**config.mk**
```make
export PLATFORM = sky130hd
export DESIGN_NAME = ple_ctrl
export DESIGN_NICKNAME = d
export VERILOG_FILES = /design/src/rtl/ple_pkg.sv /design/src/rtl/ple_ctrl.sv
export VERILOG_INCLUDE_DIRS = /design/src /design/src/rtl
export SDC_FILE = /design/constraint.sdc
export NUM_CORES = 1
export LEC_CHECK = 0
export BUFFER_PORTS_ARGS = -buffer_cell sky130_fd_sc_hd__buf_4
export CORE_MARGIN = 10
export CORE_UTILIZATION = 50
export DETAILED_ROUTE_END_ITERATION = 10
export MAX_ROUTING_LAYER = met4
export PLACE_DENSITY = 0.86
export SLEW_MARGIN = 20
export SYNTH_ARGS = -nofsm -noshare
export SYNTH_HDL_FRONTEND = slang
export SYNTH_SLANG_ARGS = --single-unit
```
**constraint.sdc**
```tcl
create_clock -name clk -period 6.6 [get_ports clk]
set_clock_uncertainty 0.2 [all_clocks]
set_input_delay 0.66 -clock clk [delete_from_list [all_inputs] [get_ports clk]]
set_output_delay 0.66 -clock clk [all_outputs]
set_load 0.005 [all_outputs]
```
**src/rtl/assert_macros.svh**
```systemverilog
// Assertion macros shared by the list engine RTL.
// Needs signals named clk and rst_n in the module that uses them.
`ifndef ASSERT_MACROS_SVH
`define ASSERT_MACROS_SVH

// Property that must hold at every clock edge outside reset.
`define PLE_ASSERT(label, prop, msg) \
  label: assert property (@(posedge clk) disable iff (!rst_n) (prop)) else $error(msg);

// Consequent must hold in the cycle after the antecedent.
`define PLE_ASSERT_NEXT(label, ante, cons, msg) \
  label: assert property (@(posedge clk) disable iff (!rst_n) (ante) |=> (cons)) \
    else $error(msg);

`endif

```
**src/rtl/ple_pkg.sv**
```systemverilog
// Package for the positional list engine: sizes, command and status codes,
// and the transaction and controller/datapath struct types. No dependencies.
package ple_pkg;

  localparam int CAPACITY = 64;
  localparam int IDX_W    = $clog2(CAPACITY);
  localparam int CNT_W    = 7;
  localparam int VAL_W    = 32;

  localparam logic [2:0] CMD_INS_FRONT = 3'd0;
  localparam logic [2:0] CMD_INS_BACK  = 3'd1;
  localparam logic [2:0] CMD_INS_POS   = 3'd2;
  localparam logic [2:0] CMD_DEL_FRONT = 3'd3;
  localparam logic [2:0] CMD_DEL_BACK  = 3'd4;
  localparam logic [2:0] CMD_DEL_POS   = 3'd5;
  localparam logic [2:0] CMD_LIST      = 3'd6;
  localparam logic [2:0] CMD_COUNT     = 3'd7;

  localparam logic [1:0] STAT_OK      = 2'd0;
  localparam logic [1:0] STAT_INVALID = 2'd1;
  localparam logic [1:0] STAT_EMPTY   = 2'd2;
  localparam logic [1:0] STAT_FULL    = 2'd3;

  // Datapath operations on the cell row.
  localparam logic [1:0] DP_HOLD   = 2'd0;
  localparam logic [1:0] DP_INSERT = 2'd1;
  localparam logic [1:0] DP_DELETE = 2'd2;
  localparam logic [1:0] DP_ROTATE = 2'd3;

  typedef struct packed {
    logic [2:0]              command;
    logic signed [VAL_W-1:0] value;
    logic [6:0]              position;
  } in_item_t;

  typedef struct packed {
    logic [1:0]              status;
    logic signed [VAL_W-1:0] element;
    logic                    element_valid;
    logic [CNT_W-1:0]        count;
    logic                    last;
  } out_item_t;

  typedef struct packed {
    logic [1:0]              op;
    logic [IDX_W-1:0]        idx;
    logic signed [VAL_W-1:0] value;
  } dp_cmd_t;

  typedef struct packed {
    logic [CNT_W-1:0]        held;
    logic signed [VAL_W-1:0] head;
  } dp_stat_t;

endpackage

```
**src/rtl/ple_ctrl.sv**
```systemverilog
// Controller of the list engine: command decode, range checks, listing
// sequencer and the result register. Depends on ple_pkg and assert_macros.svh.
`include "assert_macros.svh"
module ple_ctrl
  import ple_pkg::*;
(
  input  logic      clk,
  input  logic      rst_n,
  input  logic      start,
  output logic      busy,
  input  in_item_t  in_item,
  output logic      out_strobe,
  output out_item_t out_result,
  output dp_cmd_t   dp_cmd,
  input  dp_stat_t  dp_stat
);

  localparam logic S_IDLE = 1'b0;
  localparam logic S_LIST = 1'b1;

  logic             state_r, state_nxt;
  logic [IDX_W-1:0] list_idx_r, list_idx_nxt;
  logic             out_strobe_r, out_strobe_nxt;
  out_item_t        out_r, out_nxt;

  logic [CNT_W-1:0] held;
  logic [CNT_W-1:0] ins_pos, del_pos, edit_pos_m1;
  logic             full, empty, ins_ok, del_ok, list_last;

  assign held  = dp_stat.held;
  assign full  = (held >= CNT_W'(CAPACITY));
  assign empty = (held == '0);
  assign busy  = (state_r == S_LIST);

  always_comb begin
    unique case (in_item.command)
      CMD_INS_FRONT: ins_pos = CNT_W'(1);
      CMD_INS_BACK:  ins_pos = held + CNT_W'(1);
      default:       ins_pos = in_item.position;
    endcase
    unique case (in_item.command)
      CMD_DEL_FRONT: del_pos = CNT_W'(1);
      CMD_DEL_BACK:  del_pos = held;
      default:       del_pos = in_item.position;
    endcase
  end

  assign ins_ok = (ins_pos != '0) && (ins_pos <= held + CNT_W'(1));
  assign del_ok = (del_pos != '0) && (del_pos <= held);
  assign list_last = ({1'b0, list_idx_r} + CNT_W'(1) == held);

  always_comb begin
    state_nxt      = state_r;
    list_idx_nxt   = list_idx_r;
    out_strobe_nxt = 1'b0;
    out_nxt        = out_r;
    dp_cmd.op      = DP_HOLD;
    dp_cmd.value   = in_item.value;
    edit_pos_m1    = '0;

    out_nxt.element       = '0;
    out_nxt.element_valid = 1'b0;
    out_nxt.last          = 1'b1;
    out_nxt.count         = held;
    out_nxt.status        = STAT_OK;

    unique case (state_r)
      S_LIST: begin
        // Emit the head and rotate the row by one cell each cycle.
        dp_cmd.op             = DP_ROTATE;
        out_strobe_nxt        = 1'b1;
        out_nxt.element       = dp_stat.head;
        out_nxt.element_valid = 1'b1;
        out_nxt.last          = list_last;
        list_idx_nxt          = list_idx_r + IDX_W'(1);
        if (list_last) begin
          state_nxt = S_IDLE;
        end
      end
      S_IDLE: begin
        if (start) begin
          out_strobe_nxt = 1'b1;
          unique case (in_item.command)
            CMD_INS_FRONT, CMD_INS_BACK, CMD_INS_POS: begin
              edit_pos_m1 = ins_pos - CNT_W'(1);
              if (full) begin
                out_nxt.status = STAT_FULL;
              end else if (!ins_ok) begin
                out_nxt.status = STAT_INVALID;
              end else begin
                dp_cmd.op     = DP_INSERT;
                out_nxt.count = held + CNT_W'(1);
              end
            end
            CMD_DEL_FRONT, CMD_DEL_BACK, CMD_DEL_POS: begin
              edit_pos_m1 = del_pos - CNT_W'(1);
              if (empty) begin
                out_nxt.status = STAT_EMPTY;
              end else if (!del_ok) begin
                out_nxt.status = STAT_INVALID;
              end else begin
                dp_cmd.op     = DP_DELETE;
                out_nxt.count = held - CNT_W'(1);
              end
            end
            CMD_LIST: begin
              if (empty) begin
                out_nxt.status = STAT_EMPTY;
              end else begin
                out_strobe_nxt = 1'b0;
                state_nxt      = S_LIST;
                list_idx_nxt   = '0;
              end
            end
            CMD_COUNT: begin
              out_nxt.status = STAT_OK;
            end
          endcase
        end
      end
    endcase
    dp_cmd.idx = edit_pos_m1[IDX_W-1:0];
  end

  always_ff @(posedge clk) begin
    if (!rst_n) begin
      state_r      <= S_IDLE;
      list_idx_r   <= '0;
      out_strobe_r <= 1'b0;
    end else begin
      state_r      <= state_nxt;
      list_idx_r   <= list_idx_nxt;
      out_strobe_r <= out_strobe_nxt;
    end
  end

  always_ff @(posedge clk) begin
    out_r <= out_nxt;
  end

  assign out_strobe = out_strobe_r;
  assign out_result = out_r;

  `PLE_ASSERT(a_held_in_range, held <= CNT_W'(CAPACITY), "element count above capacity")
  `PLE_ASSERT(a_list_nonempty, (state_r != S_LIST) || (held != '0), "listing an empty list")
  `PLE_ASSERT_NEXT(a_list_emits, state_r == S_LIST, out_strobe_r, "listing cycle gave no result")
  `PLE_ASSERT(a_elem_ok, !(out_strobe_r && out_r.element_valid) || (out_r.status == STAT_OK),
    "element result without ok status")
  `PLE_ASSERT(a_idle_single, !(out_strobe_r && !out_r.element_valid) || out_r.last,
    "single result not flagged last")

endmodule

```
==> results by group, run 1 <==
Run status
  • Status: complete, no violations

Clock network
  • Level count of the clock H-tree: 2
  • Cells resized by post-CTS repair: 0
  • Clock buffer count from CTS: 5
  • Hold Buf Count CTS: 0
  • Clock-pin slew on the worst setup and hold paths: roughly 0.1 ns
  • Clock sink count: 51
  • Root Driver: sky130_fd_sc_hd__clkbuf_8
  • CTS tree: yes
  • Setup Buffers After CTS: 0
  • Insertion delay of the later-clocked pin in the worst-skew pair: around 0.3 ns
  • Maximum buffer depth of the clock tree: 2

Synth
  • Distinct cell type count after synthesis: 62
  • Share of synthesized flip-flops with an asynchronous set or reset: 0
  • Synth top area share: 0.301
  • Average size of a mapped cell: around 8 um^2
  • Net Count, Synth: ~520
  • Post-synthesis cell type with the largest combined area: sky130_fd_sc_hd__dfxtp_1
  • Most frequently used cell type in the post-synthesis netlist: sky130_fd_sc_hd__dfxtp_1
  • Flip-flop and latch count after synthesis: slightly above 50
  • Gate count after technology mapping: roughly 420
  • Synth area leaders: sky130_fd_sc_hd__dfxtp_1, sky130_fd_sc_hd__buf_4, sky130_fd_sc_hd__ha_1
  • Post-synth top flop: sky130_fd_sc_hd__dfxtp_1
  • Netlist area before placement: about 3400 um^2
  • Share of the yosys chip area belonging to registers: 0.301
  • Cell types with the highest counts after synthesis: sky130_fd_sc_hd__dfxtp_1, sky130_fd_sc_hd__and2_1, sky130_fd_sc_hd__buf_4
  • Count of flip-flops with a built-in enable after synthesis: 0
  • Ys Warns: 0

Power and ir drop
  • Total Power Consumption: about 700 uW
  • Switching power of the nets: around 210 uW
  • Internal: ~480 uW
  • Fraction of power spent switching nets: 0.305
  • Worst vdd ir: 0.0000961 V
  • Combinational power share: 0.273
  • Cell leakage power: about 0.0018 uW
  • Power density relative to cell area: between 150 and 200 nW/um^2
  • Share of total power in the clock network: 0.265
  • Proportion of power drawn by flip-flops and latches: 0.463

Worst setup path
  • Worst Path Arrival: between 3 and 4 ns
  • Origin of the critical flop-to-flop path: busy
  • Critical-path maximum fanout: 12
  • CP Data Required Time: ~5.7 ns
  • Reg-to-reg slack, setup: 4.34 ns
  • Setup crit end kind: output pin
  • Setup crit end: dp_cmd[38]
  • End of the worst register-to-register path: out_result[5]
  • Crit path kind: input port to output pin
  • Length in cells of the worst reg-to-reg path: 7
  • Worst Setup SP: dp_stat[32]
  • Startpoint type of the worst setup path: input port

Finish
  • Filler cells: around 570
  • Multi-input combinational cell area: roughly 1900 um^2
  • Total area of sequential cells: ~1000 um^2
  • Total inserted antenna cells: 0
  • Area added between synthesis and finish: 18.1%
  • Layout cells sized above 1: 0.261
  • Final nets: between 500 and 600

Job
  • Max-cap check violation count: 0

Floorplanning
  • Number of rows created at floorplan: 29
  • Horizontal die dimension: about 100 um
  • I/O pin total: about 170
  • Floorplan die height: slightly above 100 um
  • Placeable Area: approximately 6500 um^2
  • Die Outline Area: around 10000 um^2
  • Starting density of the core: 0.525

Global routing
  • Antenna violations before repair: 0
  • Overflow after GRT: 0
  • Maximum number of pins on one net before global-route repair: a little under 50
  • First-pass GRT wire length: 16000 um
  • Via count of the first global-routing pass: 3220
  • Global-route usage over all layers: 0.194

STA
  • Endpoints failing hold: 0
  • Worst Tran Pin Value: 0.718 ns
  • Setup violators final: 0
  • Final period util: 0.661
  • Setup repair after global routing missed its margin: no
  • Rel. slew slack: 0.515
  • Final max-slew violation count: 0
  • Minimum period implied by the final worst setup slack: around 4.4 ns
  • Summed negative setup slack over all endpoints: 0 ns
  • Maximum frequency from static timing analysis: around 230 MHz
  • Final worst slack: between 2 and 2.5 ns

Detailed routing
  • Antenna Violating Nets Remaining: 0
  • Number of detailed-route iterations in the first pass: 5
  • Via Count: 3262
  • WL per Instance: 18.6 um
  • Via-per-instance ratio: 5.95
  • Number of DRC markers after the initial detailed-route iteration: slightly above 300
  • DRC violation count after routing: 0
  • Wirelength, routed: between 10000 and 15000 um

Place
  • Post-Place Worst Slack: around 2.3 ns
  • Routability congestion estimate from global placement: about 1
  • IO Port Bufs: about 100
  • Final HPWL DP: about 8000 um

Worst hold path
  • Hold/Removal Path Class: input port to flip-flop
  • Hold Path Depth: 2
-- cells by family (layout without fill, tap and decap cells) --
kind of cell,Yosys count,after routing,share of synthesized area
XOR/XNOR,15,15,0.0387
flip-flops,51,51,0.301
adder cells (fa/ha/maj),19,19,0.0701
buffers and inverters,74,129,0.126
multiplexers,6,6,0.0195
AND/OR/NAND/NOR,156,156,0.249
AO/OA/AOI/OAI,95,95,0.196
-- worst min path at each step --
stage | start | end
global route | dp_stat[10] | out_result[19]
CTS | dp_stat[15] | out_result[24]
floorplan | busy | out_result[8]
finish | dp_stat[16] | out_result[25]
detailed placement | list_idx_r[5] | list_idx_r[5]
global placement | list_idx_r[5] | list_idx_r[5]
-- through the flow --
step / instances / hold slack [ns] / area, um^2 / utilization
final: 548 / 0.356 / 4010 / 0.620
after global routing: 548 / 0.346 / 4010 / 0.620
after CTS: 548 / 0.349 / 4010 / 0.620
after detailed placement: 540 / 0.361 / 3910 / 0.605
after global placement: 540 / 0.333 / 3910 / 0.605
after floorplan: 416 / 0.226 / 3390 / -
-- flip-flops by register name (all words and copies together) (netlist names) --
name        flops
out_result     43
list_idx_r      6
busy            1
out_strobe      1
-- final cells by class --
type                       count  share of cell area
tap                           77              0.0240
sequential                    51               0.255
multi-input combinational    291               0.485
inverter                      16              0.0150
clock inverter                 3             0.00687
timing repair buffer         105               0.197
clock buffer                   5              0.0172
-- routing by layer --
| metal | wire [um] | vias up | part of all wire | track usage |
|---|---|---|---|---|
| li1 | - | 1539 | - | - |
| met1 | 4350 | 1448 | 0.43 | 0.235 |
| met2 | 4450 | 231 | 0.44 | 0.292 |
| met3 | 1060 | 44 | 0.10 | 0.0418 |
| met4 | 315 | 0 | 0.031 | 0.111 |
| met5 | 0 | - | 0 | - |
-- placed cells by master, fill, tap and decap left out, types with 5 or more instances in the layout --
cell | Yosys | final
sky130_fd_sc_hd__inv_1 | 16 | 16
sky130_fd_sc_hd__and2_1 | 37 | 37
sky130_fd_sc_hd__a21oi_1 | 25 | 25
sky130_fd_sc_hd__o21ai_0 | 15 | 15
sky130_fd_sc_hd__nor2_1 | 22 | 22
sky130_fd_sc_hd__nor2b_1 | 13 | 13
sky130_fd_sc_hd__ha_1 | 19 | 19
sky130_fd_sc_hd__buf_4 | 33 | 105
sky130_fd_sc_hd__dfxtp_1 | 51 | 51
sky130_fd_sc_hd__nand4_1 | 7 | 7
sky130_fd_sc_hd__clkbuf_8 | 0 | 5
sky130_fd_sc_hd__xnor2_1 | 12 | 12
sky130_fd_sc_hd__nand2_1 | 28 | 28
sky130_fd_sc_hd__nor3_1 | 8 | 8
sky130_fd_sc_hd__nand3_1 | 18 | 18
-- power by group through the flow --
| stage | combinational, uW | sequential (uW) | clock (uW) |
|---|---|---|---|
| after floorplan | 127 | 331 | 0 |
| after global placement | 183 | 329 | 0 |
| after detailed placement | 187 | 330 | 0 |
| after CTS | 188 | 322 | 189 |
| after global routing | 209 | 323 | 200 |
| final | 190 | 322 | 184 |
-- critical path, cell delays in order --
cell and delay (ns):
sky130_fd_sc_hd__buf_4 0.16, sky130_fd_sc_hd__ha_1 0.28, sky130_fd_sc_hd__nand3_1 0.24, sky130_fd_sc_hd__nor2_1 0.23, sky130_fd_sc_hd__xnor2_1 0.16, sky130_fd_sc_hd__o21ai_0 0.12, sky130_fd_sc_hd__ha_1 0.30, sky130_fd_sc_hd__nor2b_1 0.14
sky130_fd_sc_hd__o32ai_1 0.39, sky130_fd_sc_hd__nand3_1 0.39, sky130_fd_sc_hd__o21bai_1 0.27, sky130_fd_sc_hd__buf_4 0.14
Power figures use the tool's default switching activity.
==> run 2, diff against run 1 <==
--- a/config.mk
+++ b/config.mk
@@ -8,10 +8,10 @@
 export LEC_CHECK = 0
 export BUFFER_PORTS_ARGS = -buffer_cell sky130_fd_sc_hd__buf_4
 export CORE_MARGIN = 10
-export CORE_UTILIZATION = 50
+export CORE_UTILIZATION = 47
 export DETAILED_ROUTE_END_ITERATION = 10
 export MAX_ROUTING_LAYER = met4
-export PLACE_DENSITY = 0.86
+export PLACE_DENSITY = 0.82
 export SLEW_MARGIN = 20
 export SYNTH_ARGS = -nofsm -noshare
 export SYNTH_HDL_FRONTEND = slang
==> constraint.sdc (replaced) <==
create_clock -name clk -period 4.05 [get_ports clk]
set_clock_uncertainty 0.2 [all_clocks]
set_input_delay 0.405 -clock clk [delete_from_list [all_inputs] [get_ports clk]]
set_output_delay 0.405 -clock clk [all_outputs]
set_load 0.005 [all_outputs]
==> run 2 against run 1 <==
  * Die area increased by 5.1%
  * Sequential power increased by 63%
  * Sequential share of layout area decreased by 0.35 points
  * Register-to-register slack worse by 2.4 ns
  * Non-clock buffer count is 3 higher
  * Critical path depth up 1
  * Wire length decreased by 2.0%
  * Clock power up 83%
  * First-iteration DRC count is 30% lower
  * Cell count is 3.8% higher
  * Count of clock-buffer cells in the layout stayed put
  * Total power rose by 68%
==> results by group, run 2 (synthesis gave the netlist of run 1 again) <==
Clock network
  • Cells resized by post-CTS repair: 0 (unchanged)
  • Insertion delay of the later-clocked pin in the worst-skew pair: 0.30 ns (about the same)
  • Hold Buf Count CTS: 0 (unchanged)
  • Clock sink count: 51 (unchanged)
  • Level count of the clock H-tree: 2 (unchanged)
  • Root Driver: sky130_fd_sc_hd__clkbuf_8 (unchanged)
  • Setup Buffers After CTS: 0 (unchanged)
  • Maximum buffer depth of the clock tree: 2 (unchanged)
  • Clock buffer count from CTS: 5 (unchanged)
  • CTS tree: yes (unchanged)
  • Clock-pin slew on the worst setup and hold paths: 0.09 ns (was 0.10 ns)

Floorplanning
  • Number of rows created at floorplan: 30 (was 29)
  • Die Outline Area: 11000 um^2 (was 10500 um^2)
  • Floorplan die height: 105 um (was 102 um)
  • Starting density of the core: 0.491 (was 0.525)
  • Placeable Area: 6910 um^2 (was 6460 um^2)
  • Horizontal die dimension: 105 um (was 102 um)
  • I/O pin total: 169 (unchanged)

Worst hold path
  • Hold/Removal Path Class: input port to flip-flop (unchanged)

Worst setup path
  • Worst-path cell with the longest stage delay: sky130_fd_sc_hd__o32ai_1 (unchanged)
  • Most prevalent standard cell on the critical path: sky130_fd_sc_hd__buf_4
  • Critical path, cell by cell: buf_4, ha_1, nand3_1, nor2_1, xnor2_1, o21ai_0, ha_1, nor2b_1, o32ai_1, nand3_1, buf_4, o21bai_1, buf_4 (was buf_4, ha_1, nand3_1, nor2_1, xnor2_1, o21ai_0, ha_1, nor2b_1, o32ai_1, nand3_1, o21bai_1, buf_4)
  • Startpoint type of the worst setup path: input port (unchanged)
  • Critical-path maximum fanout: 12 (unchanged)
  • Worst Path Arrival: 3.10 ns (was 3.50 ns)
  • Worst stage delay on the critical path: 0.43 ns (was 0.39 ns)
  • CP Data Required Time: 3.44 ns (was 5.74 ns)
  • Setup crit end kind: output pin (unchanged)
  • Crit path kind: input port to output pin (unchanged)

STA
  • Maximum frequency from static timing analysis: between 200 and 300 MHz
  • Setup repair after global routing missed its margin: no (unchanged)
  • Minimum period implied by the final worst setup slack: approximately 3.7 ns
  • Rel. slew slack: 0.510 (was 0.515)
  • Setup violators final: 0 (unchanged)
  • Summed negative setup slack over all endpoints: 0 ns (unchanged)
  • Worst Tran Pin Value: 0.721 ns (was 0.718 ns)
  • Final worst slack: 0.345 ns (was 2.24 ns)
  • Final period util: 0.915
  • Final max-slew violation count: 0 (unchanged)
  • Endpoints failing hold: 0 (unchanged)

Finish
  • Final nets: 576 (was 573)
  • Area added between synthesis and finish: 19.8% (was 18.1%)
  • Most frequent standard cell in the layout excluding fill and tap cells: sky130_fd_sc_hd__buf_4 (unchanged)
  • Total inserted antenna cells: 0 (unchanged)
  • Layout cells sized above 1: 0.264 (was 0.261)
  • Commonest cells after routing, fill and taps aside: sky130_fd_sc_hd__buf_4, sky130_fd_sc_hd__dfxtp_1, sky130_fd_sc_hd__and2_1, sky130_fd_sc_hd__nand2_1, sky130_fd_sc_hd__a21oi_1 (unchanged)
  • Flip-flop count of the largest register after layout: 43 (unchanged)

Place
  • Final HPWL DP: 7970 um (was 8020 um)
  • Post-Place Worst Slack: 0.301 ns (was 2.26 ns)
  • Routability congestion estimate from global placement: 0.922 (was 0.999)
  • IO Port Bufs: 104 (unchanged)

Run status
  • Status: complete, no violations (unchanged)

Detailed routing
  • Antenna Violating Nets Remaining: 0 (unchanged)
  • Via-per-instance ratio: 5.70 (was 5.95)
  • WL per Instance: 17.5 um (was 18.6 um)
  • Via Count: 3243 (was 3262)
  • Wirelength, routed: 9980 um (was 10200 um)
  • Number of DRC markers after the initial detailed-route iteration: 215 (was 309)
  • Number of detailed-route iterations in the first pass: 4 (was 5)
  • DRC violation count after routing: 0 (unchanged)

Global routing
  • Maximum number of pins on one net before global-route repair: 48 (was 49)
  • Antenna violations before repair: 0 (unchanged)
  • Global-route usage over all layers: 0.179 (was 0.194)
  • First-pass GRT wire length: 16200 um (was 16000 um)
  • Overflow after GRT: 0 (unchanged)
  • Via count of the first global-routing pass: 3171 (was 3220)

Power and ir drop
  • Cell leakage power: 0.00180 uW (was 0.00179 uW)
  • Power density relative to cell area: 289 nW/um^2 (was 174 nW/um^2)
  • Worst vdd ir: 0.000152 V (was 0.0000961 V)

Job
  • Max-cap check violation count: 0 (unchanged)
## run 2: changes by cell type in the layout (fill, tap and decap cells not counted), sizes merged
cell / delta
buf: +3
bufinv: +1
clkinv: -1
inv: -1
## run 2: metal layers
layer  up-vias  part of all wire  GRT usage
met5         -                 0          -
met1      1488              0.43      0.212
met2       181              0.47      0.292
met4         0             0.022     0.0696
met3        30             0.078     0.0332
li1       1544                 -          -
## run 2: stage by stage
stage,cell area (um^2),util,std cells,hold slack [ns],total power [uW]
global route,4060,0.588,569,0.0984,1240
detailed placement,3960,0.573,562,0.348,846
floorplan,3390,-,416,0.226,746
global placement,3960,0.573,562,0.330,840
finish,4060,0.588,569,0.104,1170
CTS,4060,0.588,569,0.100,1180
## run 2: final cells by class
cell class,instances,area (um^2)
Sequential cell,51,1020
Clock inverter,2,37.5
Inverter,16,60.1
Tap cell,96,120
Clock buffer,5,68.8
Timing Repair Buffer,108,811
Fill cell,650,2840
Multi-Input combinational cell,291,1940
## run 2: worst paths after layout
path | from | slack [ns] | cells after the start | to
hold reg to reg | list_idx_r[5] | 0.36 | 2 | list_idx_r[5]
setup reg to reg | busy | 1.90 | 7 | out_result[4]
hold / removal | dp_stat[17] | 0.10 | 2 | out_result[26]
setup / recovery | dp_stat[32] | 0.34 | 13 | dp_cmd[38]
## run 2: worst max-delay path: cells and delay by family
family | cells | cell delay (ns)
AOI/OAI and AO/OA | 3 | 0.71
xor gates and xnor gates | 1 | 0.17
adders and majority gates | 2 | 0.58
buffers and inverters | 3 | 0.48
and+or+nand+nor | 4 | 0.74
## run 2: report_power, final
part,leakage [uW],internal (uW),switching (uW),total [uW]
Combinational,0.00134,146,165,312
Clock,0.0000502,181,156,336
Sequential,0.000416,519,6.29,525
